$ cat src/hw/rtl/wqvs_pkg.sv
// ----------------------------------------------------------------------------
// wqvs_pkg - shared types and constants for the quaternion skinning core
// Fixed-point formats, operand widths, and the controller/datapath link.
// ----------------------------------------------------------------------------
`default_nettype none

package wqvs_pkg;

  // fixed-point formats
  localparam int QUAT_FRAC = 14;     // quaternion parts, Q1.14
  localparam int BIAS_FRAC = 15;     // bias, Q1.15

  // field widths
  localparam int P_W   = 32;         // positions, Q16.16
  localparam int Q_W   = 16;         // quaternion parts
  localparam int B_W   = 16;         // bias
  localparam int OUT_W = 32;         // vertex output

  // internal widths, sized from worst-case magnitudes
  localparam int T_W    = 35;        // |p*q| <= 3*2^32
  localparam int R_W    = 38;        // |conj(q)*t| <= 12*2^33, also holds joint + r
  localparam int OPA_W  = 38;        // MAC operand A
  localparam int OPB_W  = 17;        // MAC operand B (negated q, or unsigned bias)
  localparam int PROD_W = OPA_W + OPB_W;
  localparam int ACC_W  = PROD_W + 1;
  localparam int TERM_W = 39;        // biased term after rounding
  localparam int SUM_W  = TERM_W + 1;

  localparam int LANES = 4;          // x, y, z, w
  localparam int AXES  = 3;          // x, y, z

  typedef enum logic [1:0] {
    OP_T,                            // t = p * q
    OP_R,                            // r = conj(q) * t
    OP_B                             // (joint + r) * bias
  } mac_op_t;

  typedef struct packed {
    logic    load;                   // capture an input word
    logic    mac_en;                 // lanes multiply-accumulate
    mac_op_t op;
    logic [1:0] step;
    logic    first;                  // start a new accumulation
    logic    fin;                    // round and store the lane result
    logic    upd;                    // add biased term into the sums
    logic    emit;                   // load output, clear sums
  } dp_cmd_t;

  typedef struct packed {
    logic last;                      // current weight closes the vertex
  } dp_stat_t;

endpackage

`default_nettype wire

$ cat src/hw/rtl/wqvs_ctrl.sv
// ----------------------------------------------------------------------------
// wqvs_ctrl - sequencer for the quaternion skinning datapath
// Walks the product, rotation, bias and accumulate phases; owns handshakes.
// ----------------------------------------------------------------------------
`default_nettype none

module wqvs_ctrl (
  input  wire logic               clk,
  input  wire logic               rst_n,
  input  wire logic               in_tvalid,
  output logic                    in_tready,
  output logic                    out_tvalid,
  input  wire logic               out_tready,
  input  wire wqvs_pkg::dp_stat_t stat,
  output wqvs_pkg::dp_cmd_t       cmd
);
  import wqvs_pkg::*;

  typedef enum logic [2:0] {
    ST_IDLE,
    ST_T,          // p * q, three steps
    ST_R,          // conj(q) * t, four steps
    ST_B,          // bias multiply
    ST_S           // accumulate, maybe emit
  } state_t;

  state_t     state_r;
  logic [1:0] step_r;
  logic       out_valid_r;
  logic       finish;
  logic       accept;

  // a non-final weight always retires; a final one needs the output slot
  assign finish    = (state_r == ST_S) && (!stat.last || !out_valid_r || out_tready);
  assign in_tready = (state_r == ST_IDLE) || finish;
  assign accept    = in_tvalid && in_tready;
  assign out_tvalid = out_valid_r;

  always_comb begin
    cmd        = '0;
    cmd.op     = OP_T;
    cmd.step   = step_r;
    cmd.load   = accept;
    cmd.upd    = finish;
    cmd.emit   = finish && stat.last;
    unique case (state_r)
      ST_T: begin
        cmd.mac_en = 1'b1;
        cmd.op     = OP_T;
        cmd.first  = (step_r == 2'd0);
        cmd.fin    = (step_r == 2'd2);
      end
      ST_R: begin
        cmd.mac_en = 1'b1;
        cmd.op     = OP_R;
        cmd.first  = (step_r == 2'd0);
        cmd.fin    = (step_r == 2'd3);
      end
      ST_B: begin
        cmd.mac_en = 1'b1;
        cmd.op     = OP_B;
        cmd.first  = 1'b1;
      end
      default: ;
    endcase
  end

  always_ff @(posedge clk) begin
    if (!rst_n) begin
      state_r     <= ST_IDLE;
      step_r      <= '0;
      out_valid_r <= 1'b0;
    end else begin
      if (cmd.emit)
        out_valid_r <= 1'b1;
      else if (out_tready)
        out_valid_r <= 1'b0;

      unique case (state_r)
        ST_IDLE: begin
          if (accept) begin
            state_r <= ST_T;
            step_r  <= '0;
          end
        end
        ST_T: begin
          if (step_r == 2'd2) begin
            state_r <= ST_R;
            step_r  <= '0;
          end else begin
            step_r <= step_r + 2'd1;
          end
        end
        ST_R: begin
          if (step_r == 2'd3) begin
            state_r <= ST_B;
            step_r  <= '0;
          end else begin
            step_r <= step_r + 2'd1;
          end
        end
        ST_B: begin
          state_r <= ST_S;
        end
        ST_S: begin
          if (finish) begin
            state_r <= accept ? ST_T : ST_IDLE;
            step_r  <= '0;
          end
        end
        default: begin
          state_r <= ST_IDLE;
          step_r  <= '0;
        end
      endcase
    end
  end

endmodule

`default_nettype wire

$ cat config.mk
export PLATFORM = sky130hd
export DESIGN_NAME = wqvs_ctrl
export DESIGN_NICKNAME = d
export VERILOG_FILES = /design/src/hw/rtl/wqvs_pkg.sv /design/src/hw/rtl/wqvs_ctrl.sv
export SDC_FILE = /design/constraint.sdc
export NUM_CORES = 1
export LEC_CHECK = 0
export ABC_AREA = 1
export BUFFER_PORTS_ARGS = -buffer_cell sky130_fd_sc_hd__buf_4
export CORE_AREA = 4 4 41 43
export DETAILED_ROUTE_END_ITERATION = 10
export DIE_AREA = 0 0 45 47
export PLACE_DENSITY = 0.63
export SYNTH_ARGS = -nofsm -noshare
export SYNTH_HDL_FRONTEND = slang
export SYNTH_SLANG_ARGS = --single-unit
$ cat constraint.sdc
create_clock -name clk -period 1.46 [get_ports clk]
set_input_delay 0.219 -clock clk [delete_from_list [all_inputs] [get_ports clk]]
set_output_delay 0.219 -clock clk [all_outputs]
set_load 0.02 [all_outputs]
Word-level counts from Yosys, hierarchy flattened --
Index checks and enable logic that the tools add are counted. W data, S select, Z words.
Storage, ports and cells: output and inout port bits 12, bits in registers 6, logic and storage cells 45, input bits 5
Operators by class: reductions and logical operators 14, bitwise gates (word level) 1, muxes and demuxes 16, equal/unequal tests 10, add/sub/neg operators 1
Operators with widths (count):
- $pmux W3 S5 | 1
- $mux W3 | 4
- $pmux W2 S5 | 1
- $pmux W3 S3 | 1
- $mux W2 | 4
- $ne A2 B2 Y1 const B | 4
- $eq A3 B2 Y1 const B | 2
- $eq A2 B2 Y1 const B | 2
- $pmux W1 S2 | 2
- $reduce_and A4 Y1 | 1
- $eq A3 B1 Y1 const B | 1
- $eq A3 B3 Y1 const B | 1
- $logic_and A1 B1 Y1 | 3
- $logic_not A3 Y1 | 1
- $logic_or A1 B1 Y1 | 3
- $mux W1 | 3
- $reduce_and A3 Y1 | 1
- $add A2 B1 Y2 const B | 1
- $logic_not A1 Y1 | 2
- $logic_not A2 Y1 | 1
- $reduce_bool A2 Y1 | 1
- $reduce_or A2 Y1 | 1
- $not A1 Y1 | 1

Depth between registers and ports, before layout --
depth in word-level cells 9, depth in mapped cells 10, mapped depth without buffers 10

Worst setup path before layout --
No wires, ideal clock.
kind register -> output, start point register step_r[1], end point output port cmd[2] (netlist name), cell stages (with the launch flop) 8, path buffers 0, arrival 1.295 ns, slack -0.054 ns, data required time 1.241 ns, path through dfxtp_1 -> ha_1 -> inv_1 -> nand3_1 -> nand2_1 -> inv_1 -> nand2_1 -> a21oi_1
RTL lines:
- start, declared | line wqvs_ctrl.sv:28 | logic [1:0] step_r;
- start signal, assigned | line wqvs_ctrl.sv:91 | step_r <= step_r + 2'd1;
- start signal, assigned | line wqvs_ctrl.sv:99 | step_r <= step_r + 2'd1;
- end, declared | line wqvs_ctrl.sv:15 | output wqvs_pkg::dp_cmd_t cmd

==> impl_summary.txt <==
----------------------------------------------------
[Outcome]
  Result of the run ... finished with violations
  Failing checks ... negative setup slack

[Route]
  Drt wl/cell ... 12.8 um
  Via-to-Cell Ratio ... 4.69
  Violation count after the first detailed-routing iteration ... 3
  Number of nets with antenna violations after routing ... 0
  Routed vias ... 577
  Total Wirelength ... 1570 um
  Residual DRC count ... 0
  DR pass1 iterations ... 4

[Clocking]
  Num Clock Sinks ... 6
  # H-tree levels ... 1
  Clock Tree Root ... sky130_fd_sc_hd__clkbuf_4
  Worst-Skew Late Latency ... 0.24 ns
  Maximum clock path buffer count ... 2
  Clock buffers created by TritonCTS ... 3
  Number of buffers inserted for hold repair after clock tree synthesis ... 0
  TritonCTS clock tree ... done
  Clock slew at the register clock pins of the worst setup and hold paths ... 0.04 ns

[STA]
  Final period demand of the worst path ... 1.61 ns
  Max-slew violation count ... 0
  Final Cycle Share ... 110%
  Setup repair after global routing missed its margin ... true
  Timing-limited maximum frequency ... 621 MHz
  Count of final setup violators ... 4
  Final hold violations ... 0
  Worst slew margin relative to its limit ... 85.3%
  Slew at the pin with the worst max-slew slack ... 0.218 ns
  Minimum setup slack in the final design ... -0.150 ns
  Worst clock skew on the final layout ... 0.000124 ns

[Floorplanning]
  Vertical die dimension ... 47 um
  Count of boundary I/O pins ... 17
  Full die area ... 0.00212 mm2
  Overall die width ... 45 um
  Row Count ... 13
  Initial cell density of the core ... 37.7%
  CORE AREA ... 0.00130 mm2

[Yosys]
  Cell area after synthesis ... 490 um2
  Complex-gate fraction of the synthesized area ... 5.87%
  Number of instances in the synthesized netlist ... 79
  Synthesized-area fraction occupied by adder cells ... 10.2%
  Post-synth cell types ... 17
  Multiplexer area fraction after synthesis ... 0%
  Combinational family with the most area after synthesis ... simple AND/OR/NAND/NOR gates
  Synthesized area divided by synthesized cell count ... 6.21 um2
  Share of synthesized cell area in and, or, nand and nor gates ... 41.8%
  FF+latch count, synth ... 6
  Synth warnings ... 0
  Xor-xnor portion of the synthesized cell area ... 0%
  Sequential area share after synthesis ... 24.5%
  Syn_nets ... 88

[Final layout]
  Non-filler instance count after layout ... 123
  Most common library cell in the layout ignoring fill and taps ... sky130_fd_sc_hd__buf_4
  Total area of multi-input combinational cells ... 340 um2
  Filler Cell Count ... 122
  Commonest cells after routing, fill and taps aside ... sky130_fd_sc_hd__buf_4 (26), sky130_fd_sc_hd__nand2_1 (16), sky130_fd_sc_hd__inv_1 (11)
  Sequential standard cell area ... 131 um2
  Fraction of layout instances using a drive strength above 1 ... 58.3%
  Layout area overhead ... 64.0%
  Count of antenna diodes in the layout ... 0
  Net count reported at finish ... 119

[Critical path]
  Arr. time, crit path ... 1.39 ns
  CP max FO ... 5
  Endpoint type of the worst setup path ... output pin
  Worst setup SP type ... register
  WP data required ... 1.24 ns
  Setup Crit Path Kind ... register to output pin

[Global route]
  Wire length of the first global-routing pass ... 2210 um
  Antenna violations before repair ... 0
  Largest net degree at the start of global routing ... 6
  Global routing usage summed across all routing layers ... 14.8%
  Via count of the first global-routing pass ... 570
  Gr ovfl total ... 0

[Power and ir drop]
  Fraction of power consumed by sequential logic ... 18.1%
  Power share of the clock group ... 8.6%
  Internal Pwr Total ... 0.882 mW
  Power per unit of standard cell area ... 2090 mW/mm2
  Switching power ... 0.802 mW
  Final total power ... 1.68 mW
  Switching portion of total power ... 47.6%
  Leak Pwr ... 0.453 nW
  Worst IR Drop VDD ... 0.000939 V
  Portion of total power attributed to combinational logic ... 73.3%

[Placed design]
  Port Buffers ... 16
  Routability congestion estimate from global placement ... 0.792
  Total half-perimeter wirelength after legalization and detailed placement ... 913 um
  # placed instances ... 110

[Min path]
  Type of the worst min-delay path ... input pin to register

[Job]
  Max_cap viols ... 0

----------------------------------------------------
==> layout make-up <==
class	count	area share, %
Sequential cell	6	16.3
Multi-Input combinational cell	52	42.3
Clock buffer	3	2.80
Timing Repair Buffer	28	27.1
Inverter	19	9.18
Tap cell	15	2.33
==> layer usage <==
layer	routed length, um	up-vias	track usage [%]
met5	0	-	0
met4	100	0	12.9
met3	57	11	2.68
met2	856	16	25.7
met1	555	256	15.4
li1	-	294	-
==> registers in the layout, summed over array words and instances (netlist names) <==
signal	count
out_tvalid	1
step_r	2
state_r	3
==> cell usage after synthesis (all sizes together) <==
master / count / area share [%]
nand3b: 1 / 1.5
dfxtp: 6 / 24
a21oi: 4 / 4.8
nand3: 4 / 5.1
nor2: 15 / 16
ha: 4 / 10
o21ai: 1 / 1.0
nand4: 2 / 2.6
inv: 19 / 15
nand2: 21 / 17
buf: 2 / 3.1
==> cell families after synthesis <==
logic type                 after synthesis
and+or+nand+nor                         43
buffers and inverters                   21
DFF                                      6
AOI/OAI and AO/OA                        5
adders and majority gates                4
==> per-stage QoR <==
stage	hold slack (ns)	area (um2)	utilization (%)	worst slack, ns	TNS (ns)
6_report	0.250	805	61.8	-0.150	-0.304
5_1_grt	0.264	805	61.8	-0.217	-0.837
4_1_cts	0.232	748	57.5	-0.0809	-0.147
3_5_place_dp	0.486	633	48.7	0.0613	0
3_3_place_gp	0.480	633	48.7	0.0965	0
2_1_floorplan	0.339	494	-	0.0594	0
==> worst max-delay path, cell delays in order (launching register included) <==
cell and delay (ns):
sky130_fd_sc_hd__dfxtp_4 0.36, sky130_fd_sc_hd__ha_4 0.15, sky130_fd_sc_hd__nand3b_1 0.22, sky130_fd_sc_hd__nand2_2 0.13, sky130_fd_sc_hd__inv_2 0.04, sky130_fd_sc_hd__nand2_2 0.07, sky130_fd_sc_hd__a21oi_2 0.03, sky130_fd_sc_hd__buf_4 0.15
==> what timing repair did <==
item	in CTS	in global routing
pin swaps	3	6
setup endpoints to repair	3	6
endpoints found under the hold margin	0	0
resized for setup	13	14
setup buffers	9	2
==> power by group through the flow <==
stage	Clock, mW	Combinational, mW	Sequential [mW]
floorplan	0	0.563	0.286
global placement	0	0.865	0.264
detailed placement	0	0.864	0.265
CTS	0.154	1.10	0.276
global route	0.158	1.35	0.314
finish	0.145	1.23	0.304
==> worst paths after layout <==
| path | slack [ns] | cells past startpoint | endpoint | startpoint |
|---|---|---|---|---|
| max reg2reg | -0.08 | 11 | state_r[0] | step_r[1] |
| min | 0.25 | 4 | out_tvalid | out_tready |
| max | -0.15 | 7 | cmd[2] | step_r[1] |
| min reg2reg | 0.48 | 2 | out_tvalid | out_tvalid |
No activity file was read; power rests on OpenSTA's default activity.
